## config.mk

```make
export PLATFORM = sky130hd
export DESIGN_NAME = qep_queue
export DESIGN_NICKNAME = d
export VERILOG_FILES = /design/src/rtl/core/qep_pkg.sv /design/src/rtl/core/qep_queue.sv
export SDC_FILE = /design/constraint.sdc
export NUM_CORES = 1
export LEC_CHECK = 0
export ABC_AREA = 1
export BUFFER_PORTS_ARGS = -buffer_cell sky130_fd_sc_hd__buf_2
export CAP_MARGIN = 20
export CORE_MARGIN = 1
export CORE_UTILIZATION = 51
export CTS_CLUSTER_SIZE = 30
export DETAILED_ROUTE_END_ITERATION = 10
export GPL_TIMING_DRIVEN = 0
export HOLD_SLACK_MARGIN = 0.03
export PLACE_DENSITY = 0.88
export SLEW_MARGIN = 10
export SYNTH_ARGS = -nofsm -noshare
export SYNTH_HDL_FRONTEND = slang
export SYNTH_SLANG_ARGS = --single-unit
export TNS_END_PERCENT = 100
```

## constraint.sdc

```tcl
create_clock -name clk -period 2.2 [get_ports clk]
set_clock_uncertainty 0.05 [all_clocks]
set_input_delay 0.44 -clock clk [delete_from_list [all_inputs] [get_ports clk]]
set_output_delay 0.44 -clock clk [all_outputs]
set_load 0.02 [all_outputs]
```

## src/rtl/core/qep_pkg.sv

```systemverilog
// Shared types and constants of the quadrature encoder PID block.
// No dependencies; imported by every module of the block.
package qep_pkg;

	localparam int CMD_W     = 3;
	localparam int WHEEL_W   = 2;
	localparam int TARGET_W  = 16;
	localparam int GAIN_W    = 16;
	localparam int SPEED_W   = 16;
	localparam int DIST_W    = 32;
	localparam int INTEG_W   = 32;
	localparam int DRIVE_W   = 32;
	localparam int CFG_IDX_W = 2;

	localparam int NUM_WHEELS_DEF = 4;
	localparam int COUNT_BITS_DEF = 16;
	localparam int QUEUE_DEPTH    = 2;

	localparam int IN_DATA_W  = 24;
	localparam int OUT_DATA_W = 88;

	typedef enum logic [CMD_W-1:0] {
		CMD_EDGE       = 3'd0,
		CMD_TICK       = 3'd1,
		CMD_SET_TARGET = 3'd2,
		CMD_RESET_CTRL = 3'd3,
		CMD_CLEAR_DIST = 3'd4
	} cmd_t;

	localparam logic [CFG_IDX_W-1:0] REG_GAIN_PROP  = 2'd0;
	localparam logic [CFG_IDX_W-1:0] REG_GAIN_INTEG = 2'd1;
	localparam logic [CFG_IDX_W-1:0] REG_GAIN_DERIV = 2'd2;

	typedef enum logic [1:0] {
		BK_IDLE,
		BK_ERR,
		BK_MUL,
		BK_SUM
	} back_state_t;

	typedef struct packed {
		cmd_t                        cmd;
		logic [WHEEL_W-1:0]          wheel;
		logic                        channel;
		logic                        level;
		logic signed [TARGET_W-1:0]  target;
	} op_t;

	typedef struct packed {
		logic signed [GAIN_W-1:0] prop;
		logic signed [GAIN_W-1:0] integ;
		logic signed [GAIN_W-1:0] deriv;
	} gains_t;

	typedef struct packed {
		logic [WHEEL_W-1:0]        wheel;
		logic signed [SPEED_W-1:0] speed;
		logic signed [DIST_W-1:0]  distance;
		logic signed [DRIVE_W-1:0] drive;
		logic                      last;
	} result_t;

endpackage

```

## src/rtl/core/qep_queue.sv

```systemverilog
// Small FIFO of decoded operations between front and back end.
// Uses op_t from qep_pkg.
module qep_queue import qep_pkg::*; #(
	parameter int DEPTH = QUEUE_DEPTH
) (
	input  logic clk,
	input  logic arst_n,
	input  logic push,
	input  op_t  push_op,
	output logic full,
	input  logic pop,
	output op_t  pop_op,
	output logic empty
);

	localparam int PTR_W = (DEPTH > 1) ? $clog2(DEPTH) : 1;
	localparam int CNT_W = $clog2(DEPTH + 1);

	op_t              mem_q [DEPTH];
	logic [PTR_W-1:0] wr_ptr_q;
	logic [PTR_W-1:0] rd_ptr_q;
	logic [CNT_W-1:0] count_q;

	assign full   = (count_q == CNT_W'(DEPTH));
	assign empty  = (count_q == '0);
	assign pop_op = mem_q[rd_ptr_q];

	always_ff @(posedge clk) begin
		if (push) begin
			mem_q[wr_ptr_q] <= push_op;
		end
	end

	always_ff @(posedge clk or negedge arst_n) begin
		if (!arst_n) begin
			wr_ptr_q <= '0;
			rd_ptr_q <= '0;
			count_q  <= '0;
		end else begin
			if (push) begin
				wr_ptr_q <= (wr_ptr_q == PTR_W'(DEPTH - 1)) ? '0 : wr_ptr_q + PTR_W'(1);
			end
			if (pop) begin
				rd_ptr_q <= (rd_ptr_q == PTR_W'(DEPTH - 1)) ? '0 : rd_ptr_q + PTR_W'(1);
			end
			if (push && !pop) begin
				count_q <= count_q + CNT_W'(1);
			end else if (pop && !push) begin
				count_q <= count_q - CNT_W'(1);
			end
		end
	end

endmodule

```

-- Word level (Yosys, flattened, before mapping)
Memories as Yosys holds them, arrays and structs flattened.
Index checks and enable logic that the tools add are counted.
W data, S select, Z words.
- flip-flop bits (word level): 4
- latch bits: 0
- input port bits: 27
- memory bits (read-only): 0
- word-level logic and storage cells: 21
- bits in writable memories: 46
- output and inout bits: 25
- memories: 1
- $lt $le $gt $ge: 0
- divide/modulo/power cells: 0
- shift operators: 0
- add/sub/neg operators: 4
- multiply operators: 0
- equality and inequality tests: 1
- multiplexer cells: 6
- reduce and logical (&&, ||, !) cells: 6
- bitwise gates (word level): 0
- memories (memory ; words ; width ; read ports ; clocked after Yosys merged registers in ; write ports ; RTL line ; text):
    mem_q ; 2 ; 23 ; 1 ; 0 ; 1 ; qep_queue.sv:19 ; op_t mem_q [DEPTH];
- operators by type and width (kind ; count):
    $mux W1 ; 4
    $mux W2 ; 2
    $add A1 B1 Y1 const B ; 2
    $add A2 B1 Y2 const B ; 1
    $eq A2 B2 Y1 const B ; 1
    $logic_and A1 B1 Y1 ; 2
    $logic_not A1 Y1 ; 2
    $logic_not A2 Y1 ; 1
    $reduce_bool A2 Y1 ; 1
    $sub A2 B1 Y2 const B ; 1

-- Logic depth before layout (Yosys ltp)
Gate-level depths: netlist of the first run.
- depth in word-level cells: 4
- mapped depth: 7
- mapped depth without buffers: 7

-- Worst setup path before layout of the first run
OpenSTA, ideal clock, no wires.
- path kind: input to register
- start point: input push
- end point: memory mem_q[0][0] (netlist name), enable pin
- arrival: 1.454 ns
- stages: 2
- path slack: 0.293 ns
- setup time: 0.403 ns
- path through: inv_1 > nor2_1
- word-level cells in the longest chain between the ends: 2
- ends and longest elaborated chain (element ; RTL line ; text):
    start: declaration ; qep_queue.sv:8 ; input logic push,
    $mux W1 ; qep_queue.sv:29 ; if (push) begin
    $mux W1 (not written as such) ; qep_queue.sv:30 ; mem_q[wr_ptr_q] <= push_op;
    end: declaration ; qep_queue.sv:19 ;
No other way between the ends.

==> reports/results.txt, run 1 <==
root buf cell - clkbuf_8
clk sinks - 50
CTS tree - done
Worst VDD drop - 0.7679 mV
vias per inst - 4.864
CTS Buffer Depth - 2
hold slack - 0.2825 ns
distinct cell type count after synthesis - 14
GRT Total Usage - 16.17%
initial DRC count - 14
CP required - 1.71 ns
post-route DRC violation count - 0
layout cell share with drive strength beyond 1 - 54.43%
Synth Warn # - 0
die width - 64.14 um
CTS Buf Count - 5
slowest stage cell, crit path - dfrtp_1
Worst R2R Setup Slack - 0.65 ns
Tmin final - 1.915 ns
Syn Std Cell Area - 1969 um2
Crit path max-delay family - buffers and inverters
number of diodes - 0
die area - 4114 um2
post-synthesis sequential area ratio - 75.22%
CP startpoint kind - flip-flop
Slew @ Worst Pin - 0.8815 ns
P_leak - 1.018 nW
WL per Instance - 14.83 um
Clock Latency Late Sink - 0.29 ns
max_cap viols - 0
DRT antenna net count - 0
gr ovfl total - 0
Reg2Reg Depth - 2
Slew Limit Headroom - 41.17%
final-stage net count - 185
Clock Pin Slew Worst Setup and Hold Paths - 0.08 ns
Finished Core Util - 65.67%
PD cells - 1303 nW/um2
setup violators final - 0
input/output buffers - 51
Fillers - 277
vias in the first global route - 1024
post-synth net total - 125
CP max FO - 10
Crit. End Element - output pin
kind of critical path - flip-flop to output pin
routability congestion estimate - 0.6406
Hold WC Path Type - input pin to flip-flop
total power - 3.156 mW
r2r startpoint - wr_ptr_q$_DFFE_PN0P_
outcome - completed
Yosys top cell by area - edfxtp_1
RR Endpoint - mem_q[1][2]$_DFFE_PP_
most frequent cells in the layout - 51 x buf_2, 46 x edfxtp_1, 19 x mux2_4
Yosys top cell area share - 70.14%
first-pass GRT wire length - 4.650 mm
initial antenna violation count - 0
Final period util - 87.05%
Hold Fails Final Rpt - 0
Worst Hold End - mem_q[0][9]$_DFFE_PP_
commonest non-fill, non-tap cell in the layout - buf_2
syn_area_per_cell - 20.30 um2
largest net degree at the start of global routing - 24
final wirelength - 3.056 mm
hold path cells - 1
die span in y - 64.14 um
CP bufs+invs - 3
Ports - 52
Mapped Cells - 97
Initial Util - 53.39%
htree depth - 2
RSZ-0062 raised after global routing - false
Layout area overhead - 23.00%
drt pass-1 iters - 4
synth top area cells - edfxtp_1 70%, mux2_4 14%, dfrtp_1 5.1%
Seq cells post-synth - 50
Core ar. - 3689 um2
fmax - 0.5222 GHz
pre-CTS setup slack - 0.4329 ns
CP Cell Sequence - buf_6 > buf_12 > mux2_4 > buf_2
HP Start - push_op[9]
crit-path max cell delay - 0.38 ns
max-slew violation count - 0
DR vias - 1002
Setup Buffers After CTS - 0
setup ws final - 0.2849 ns
Rows - 22
Final HPWL DP - 2.277 mm
WP data arrival - 1.43 ns
==> worst reg2reg max path, cell delays in order, from the launching register on <==
cell and delay, ns:
dfrtp_1 0.42, nand2_1 0.07, inv_1 0.64
==> synth_stat cells <==
| cell type | number |
|---|---|
| buf_12 | 2 |
| buf_6 | 1 |
| dfrtp_1 | 4 |
| edfxtp_1 | 46 |
| ha_1 | 1 |
| inv_1 | 7 |
| mux2_2 | 4 |
| mux2_4 | 19 |
| nand2_1 | 5 |
| nand3_1 | 1 |
| nand4_1 | 1 |
| nor2_1 | 3 |
| xnor2_1 | 1 |
| xor2_1 | 2 |
==> cells by family (layout without fill, tap and decap cells) <==
group	Yosys count	count (layout)	synth area share, %
buffers and inverters	10	71	3.939
flip-flops	50	50	75.22
XOR/XNOR	3	3	1.334
adder cells (fa/ha/maj)	1	1	0.6352
multiplexers	23	23	16.77
AND/OR/NAND/NOR	10	10	2.097
==> power by group <==
part / internal [mW] / total, mW / leakage (nW) / switching, mW
sequential: 1.27 / 1.35 / 0.479 / 0.0762
combinational: 0.564 / 1.20 / 0.488 / 0.633
clock: 0.339 / 0.612 / 0.0514 / 0.274
==> state kept, by name, indices dropped and copies added (netlist names) <==
| name | count |
|---|---|
| rd_ptr_q | 1 |
| count_q | 2 |
| mem_q | 46 |
| wr_ptr_q | 1 |
==> repair_timing <==
action	4_1_cts	5_1_grt
setup endpoints to repair	0	0
gates resized for setup	0	0
hold buffers	1	0
endpoints found under the hold margin	4	0
==> area by class of cell <==
type	count	area [um2]	area share, %
plain buffers	3	51.30	2.118
clock buffers	6	72.57	2.996
clock inverters	2	37.54	1.550
inverters	7	26.28	1.085
multi-input cells	37	412.9	17.05
flip-flops and latches	50	1481	61.16
well taps	48	60.06	2.479
repair buffers	53	280.3	11.57
==> through the flow <==
step                      cell area [um2]  cells  TNS (ns)
after floorplan                      1969     97         0
after global placement               2285    196    -6.990
after detailed placement             2302    197         0
after CTS                            2422    206         0
after global routing                 2422    206         0
final                                2422    206         0
==> per-layer routing <==
| layer | vias up | share of wire, % | global-route usage, % |
|---|---|---|---|
| met3 | 2 | 5.1 | 5.000 |
| met5 | - | 0 | 0 |
| met4 | 0 | 0.46 | 5.000 |
| met1 | 483 | 36 | 15.93 |
| li1 | 480 | - | - |
| met2 | 37 | 58 | 31.65 |
==> worst max-delay path by stage <==
stage	endpoint	from	cells after the start	slack, ns
floorplan	mem_q[0][0]$_DFFE_PP_	push	2	0.29
global placement	mem_q[0][16]$_DFFE_PP_	push	3	-0.30
detailed placement	mem_q[1][21]$_DFFE_PP_	push	3	0.43
CTS	pop_op[11]	rd_ptr_q$_DFFE_PN0P_	4	0.27
global route	pop_op[11]	rd_ptr_q$_DFFE_PN0P_	4	0.25
finish	pop_op[11]	rd_ptr_q$_DFFE_PN0P_	4	0.28
No activity file was read; power rests on OpenSTA's default activity.
==> run 2, diff against run 1 <==
--- a/config.mk
+++ b/config.mk
@@ -6,15 +6,15 @@
 export NUM_CORES = 1
 export LEC_CHECK = 0
 export ABC_AREA = 1
-export BUFFER_PORTS_ARGS = -buffer_cell sky130_fd_sc_hd__buf_2
 export CAP_MARGIN = 20
 export CORE_MARGIN = 1
-export CORE_UTILIZATION = 51
+export CORE_UTILIZATION = 61
 export CTS_CLUSTER_SIZE = 30
 export DETAILED_ROUTE_END_ITERATION = 10
+export DONT_BUFFER_PORTS = 1
 export GPL_TIMING_DRIVEN = 0
 export HOLD_SLACK_MARGIN = 0.03
-export PLACE_DENSITY = 0.88
+export PLACE_DENSITY = 0.87
 export SLEW_MARGIN = 10
 export SYNTH_ARGS = -nofsm -noshare
 export SYNTH_HDL_FRONTEND = slang
==> reports/results.txt, run 2 (synthesis results as in run 1) <==
Final period util - 84.94% (was 87.05%)
PD cells - 1302 nW/um2 (was 1303 nW/um2)
most frequent cells in the layout - 46 x edfxtp_1, 19 x mux2_4, 7 x inv_1 (was 51 x buf_2, 46 x edfxtp_1, 19 x mux2_4)
CP Cell Sequence - buf_6 > buf_12 > mux2_4 (was buf_6 > buf_12 > mux2_4 > buf_2)
crit-path max cell delay - 0.40 ns (was 0.38 ns)
Slew @ Worst Pin - 0.9096 ns (was 0.8815 ns)
die width - 58.82 um (was 64.14 um)
WL per Instance - 17.64 um (was 14.83 um)
Clock Pin Slew Worst Setup and Hold Paths - 0.13 ns (was 0.08 ns)
max reg flops - 46 (unchanged)
kind of critical path - flip-flop to output pin (unchanged)
P_leak - 0.7964 nW (was 1.018 nW)
Clock power frac - 13.8% (was 19.4%)
CP required - 1.71 ns (about the same)
biggest regs - mem_q: 46 flops, count_q: 2 flops (unchanged)
Crit. End Element - output pin (unchanged)
Worst VDD drop - 0.8436 mV (was 0.7679 mV)
first-pass GRT wire length - 4.022 mm (was 4.650 mm)
gr ovfl total - 0 (unchanged)
Slew Limit Headroom - 39.29% (was 41.17%)
setup violators final - 0 (unchanged)
DRT antenna net count - 0 (unchanged)
drt pass-1 iters - 4 (unchanged)
setup ws final - 0.3312 ns (was 0.2849 ns)
internal cell power - 1.828 mW (was 2.174 mW)
vias per inst - 5.470 (was 4.864)
final-stage net count - 134 (was 185)
Final HPWL DP - 1.851 mm (was 2.277 mm)
max-slew violation count - 0 (unchanged)
routability congestion estimate - 0.6179 (was 0.6406)
CTS Buf Count - 5 (unchanged)
fmax - 0.5351 GHz (was 0.5222 GHz)
CTS tree - done (unchanged)
initial antenna violation count - 0 (unchanged)
DR vias - 826 (was 1002)
Rows - 20 (was 22)
CP startpoint kind - flip-flop (unchanged)
clk sinks - 50 (unchanged)
final wirelength - 2.664 mm (was 3.056 mm)
outcome - completed (unchanged)
Hold WC Path Type - input pin to flip-flop (unchanged)
layout cell share with drive strength beyond 1 - 32.71% (was 54.43%)
root buf cell - clkbuf_4 (was clkbuf_8)
largest net degree at the start of global routing - 24 (unchanged)
slowest stage cell, crit path - dfrtp_1 (unchanged)
Initial Util - 64.51% (was 53.39%)
GRT Total Usage - 16.97% (was 16.17%)
CP max FO - 10 (unchanged)
input/output buffers - 0 (was 51)
post-route DRC violation count - 0 (unchanged)
Hold Fails Final Rpt - 0 (unchanged)
initial DRC count - 19 (was 14)
WP data arrival - 1.38 ns (was 1.43 ns)
Psw - 0.9113 mW (was 0.9823 mW)
Clock Latency Late Sink - 0.35 ns (was 0.29 ns)
Logic pwr share - 37.2% (was 37.9%)
Setup TNS Final - 0 ns (unchanged)
Layout area overhead - 6.798% (was 23.00%)
Tmin final - 1.869 ns (was 1.915 ns)
Reg with most FFs - mem_q (unchanged)
sequential power share - 49.0% (was 42.7%)
switching fraction of total power - 33.27% (was 31.12%)
number of diodes - 0 (unchanged)
Core ar. - 3053 um2 (was 3689 um2)
max_cap viols - 0 (unchanged)
die span in y - 58.82 um (was 64.14 um)
die area - 3460 um2 (was 4114 um2)
commonest non-fill, non-tap cell in the layout - edfxtp_1 (was buf_2)
CTS Buffer Depth - 2 (unchanged)
Fillers - 215 (was 277)
Ports - 52 (unchanged)
pre-CTS setup slack - 0.5772 ns (was 0.4329 ns)
hold slack - 0.1136 ns (was 0.2825 ns)
htree depth - 2 (unchanged)
RSZ-0062 raised after global routing - false (unchanged)
vias in the first global route - 855 (was 1024)
run 2: path summary, 6_finish.rpt:
| kind | start | end | slack [ns] | cells after the start |
|---|---|---|---|---|
| setup / recovery | rd_ptr_q$_DFFE_PN0P_ | pop_op[5] | 0.33 | 3 |
| hold / removal | push | wr_ptr_q$_DFFE_PN0P_ | 0.11 | 1 |
| setup reg to reg | wr_ptr_q$_DFFE_PN0P_ | mem_q[1][21]$_DFFE_PP_ | 0.60 | 2 |
| hold reg to reg | count_q[1]$_DFFE_PN0P_ | count_q[1]$_DFFE_PN0P_ | 0.47 | 2 |
| max in group asynchronous | arst_n | rd_ptr_q$_DFFE_PN0P_ | 1.63 | 1 |
| min in group asynchronous | arst_n | wr_ptr_q$_DFFE_PN0P_ | 0.30 | 1 |
run 2: power by group through the flow:
stage,Sequential [mW],Clock (mW),Combinational (mW)
6_report,1.34,0.377,1.02
5_1_grt,1.36,0.430,1.08
4_1_cts,1.35,0.393,1.03
3_5_place_dp,1.37,0,1.03
3_3_place_gp,1.35,0,0.987
2_1_floorplan,1.34,0,0.908
run 2: worst max-delay path: cells and delay by family, from the launching register on:
family	cells	cell delay, ns
buffers and inverters	2	0.29
multiplexers	1	0.34
flip-flops	1	0.40
run 2: timing repair:
| action | CTS | global route |
|---|---|---|
| gates resized for setup | 0 | 0 |
| hold endpoints to repair | 4 | 0 |
| hold buffers | 1 | 0 |
| setup buffers | 0 | 0 |
run 2: per-layer routing:
layer,vias up,track usage (%),routed length (um)
met4,0,8.163,44
li1,374,-,-
met2,34,29.38,1405
met3,5,7.253,226
met5,-,0,0
met1,413,17.65,989
run 2: cell type report:
| class | instances | area [um2] | area share, % |
|---|---|---|---|
| clock inverters | 2 | 10.01 | 0.4759 |
| clock buffers | 6 | 41.29 | 1.963 |
| well taps | 44 | 55.05 | 2.617 |
| plain buffers | 3 | 51.30 | 2.439 |
| flip-flops and latches | 50 | 1481 | 70.43 |
| repair buffers | 2 | 25.02 | 1.190 |
| inverters | 7 | 26.28 | 1.249 |
| multi-input cells | 37 | 412.9 | 19.63 |
run 2: stage by stage:
stage	power, mW	utilization, %	instance area [um2]	instances
after floorplan	2.251	-	1969	97
after global placement	2.342	66.31	2024	141
after detailed placement	2.396	66.89	2042	142
after CTS	2.770	68.89	2103	151
after global routing	2.868	68.89	2103	151
final	2.739	68.89	2103	151
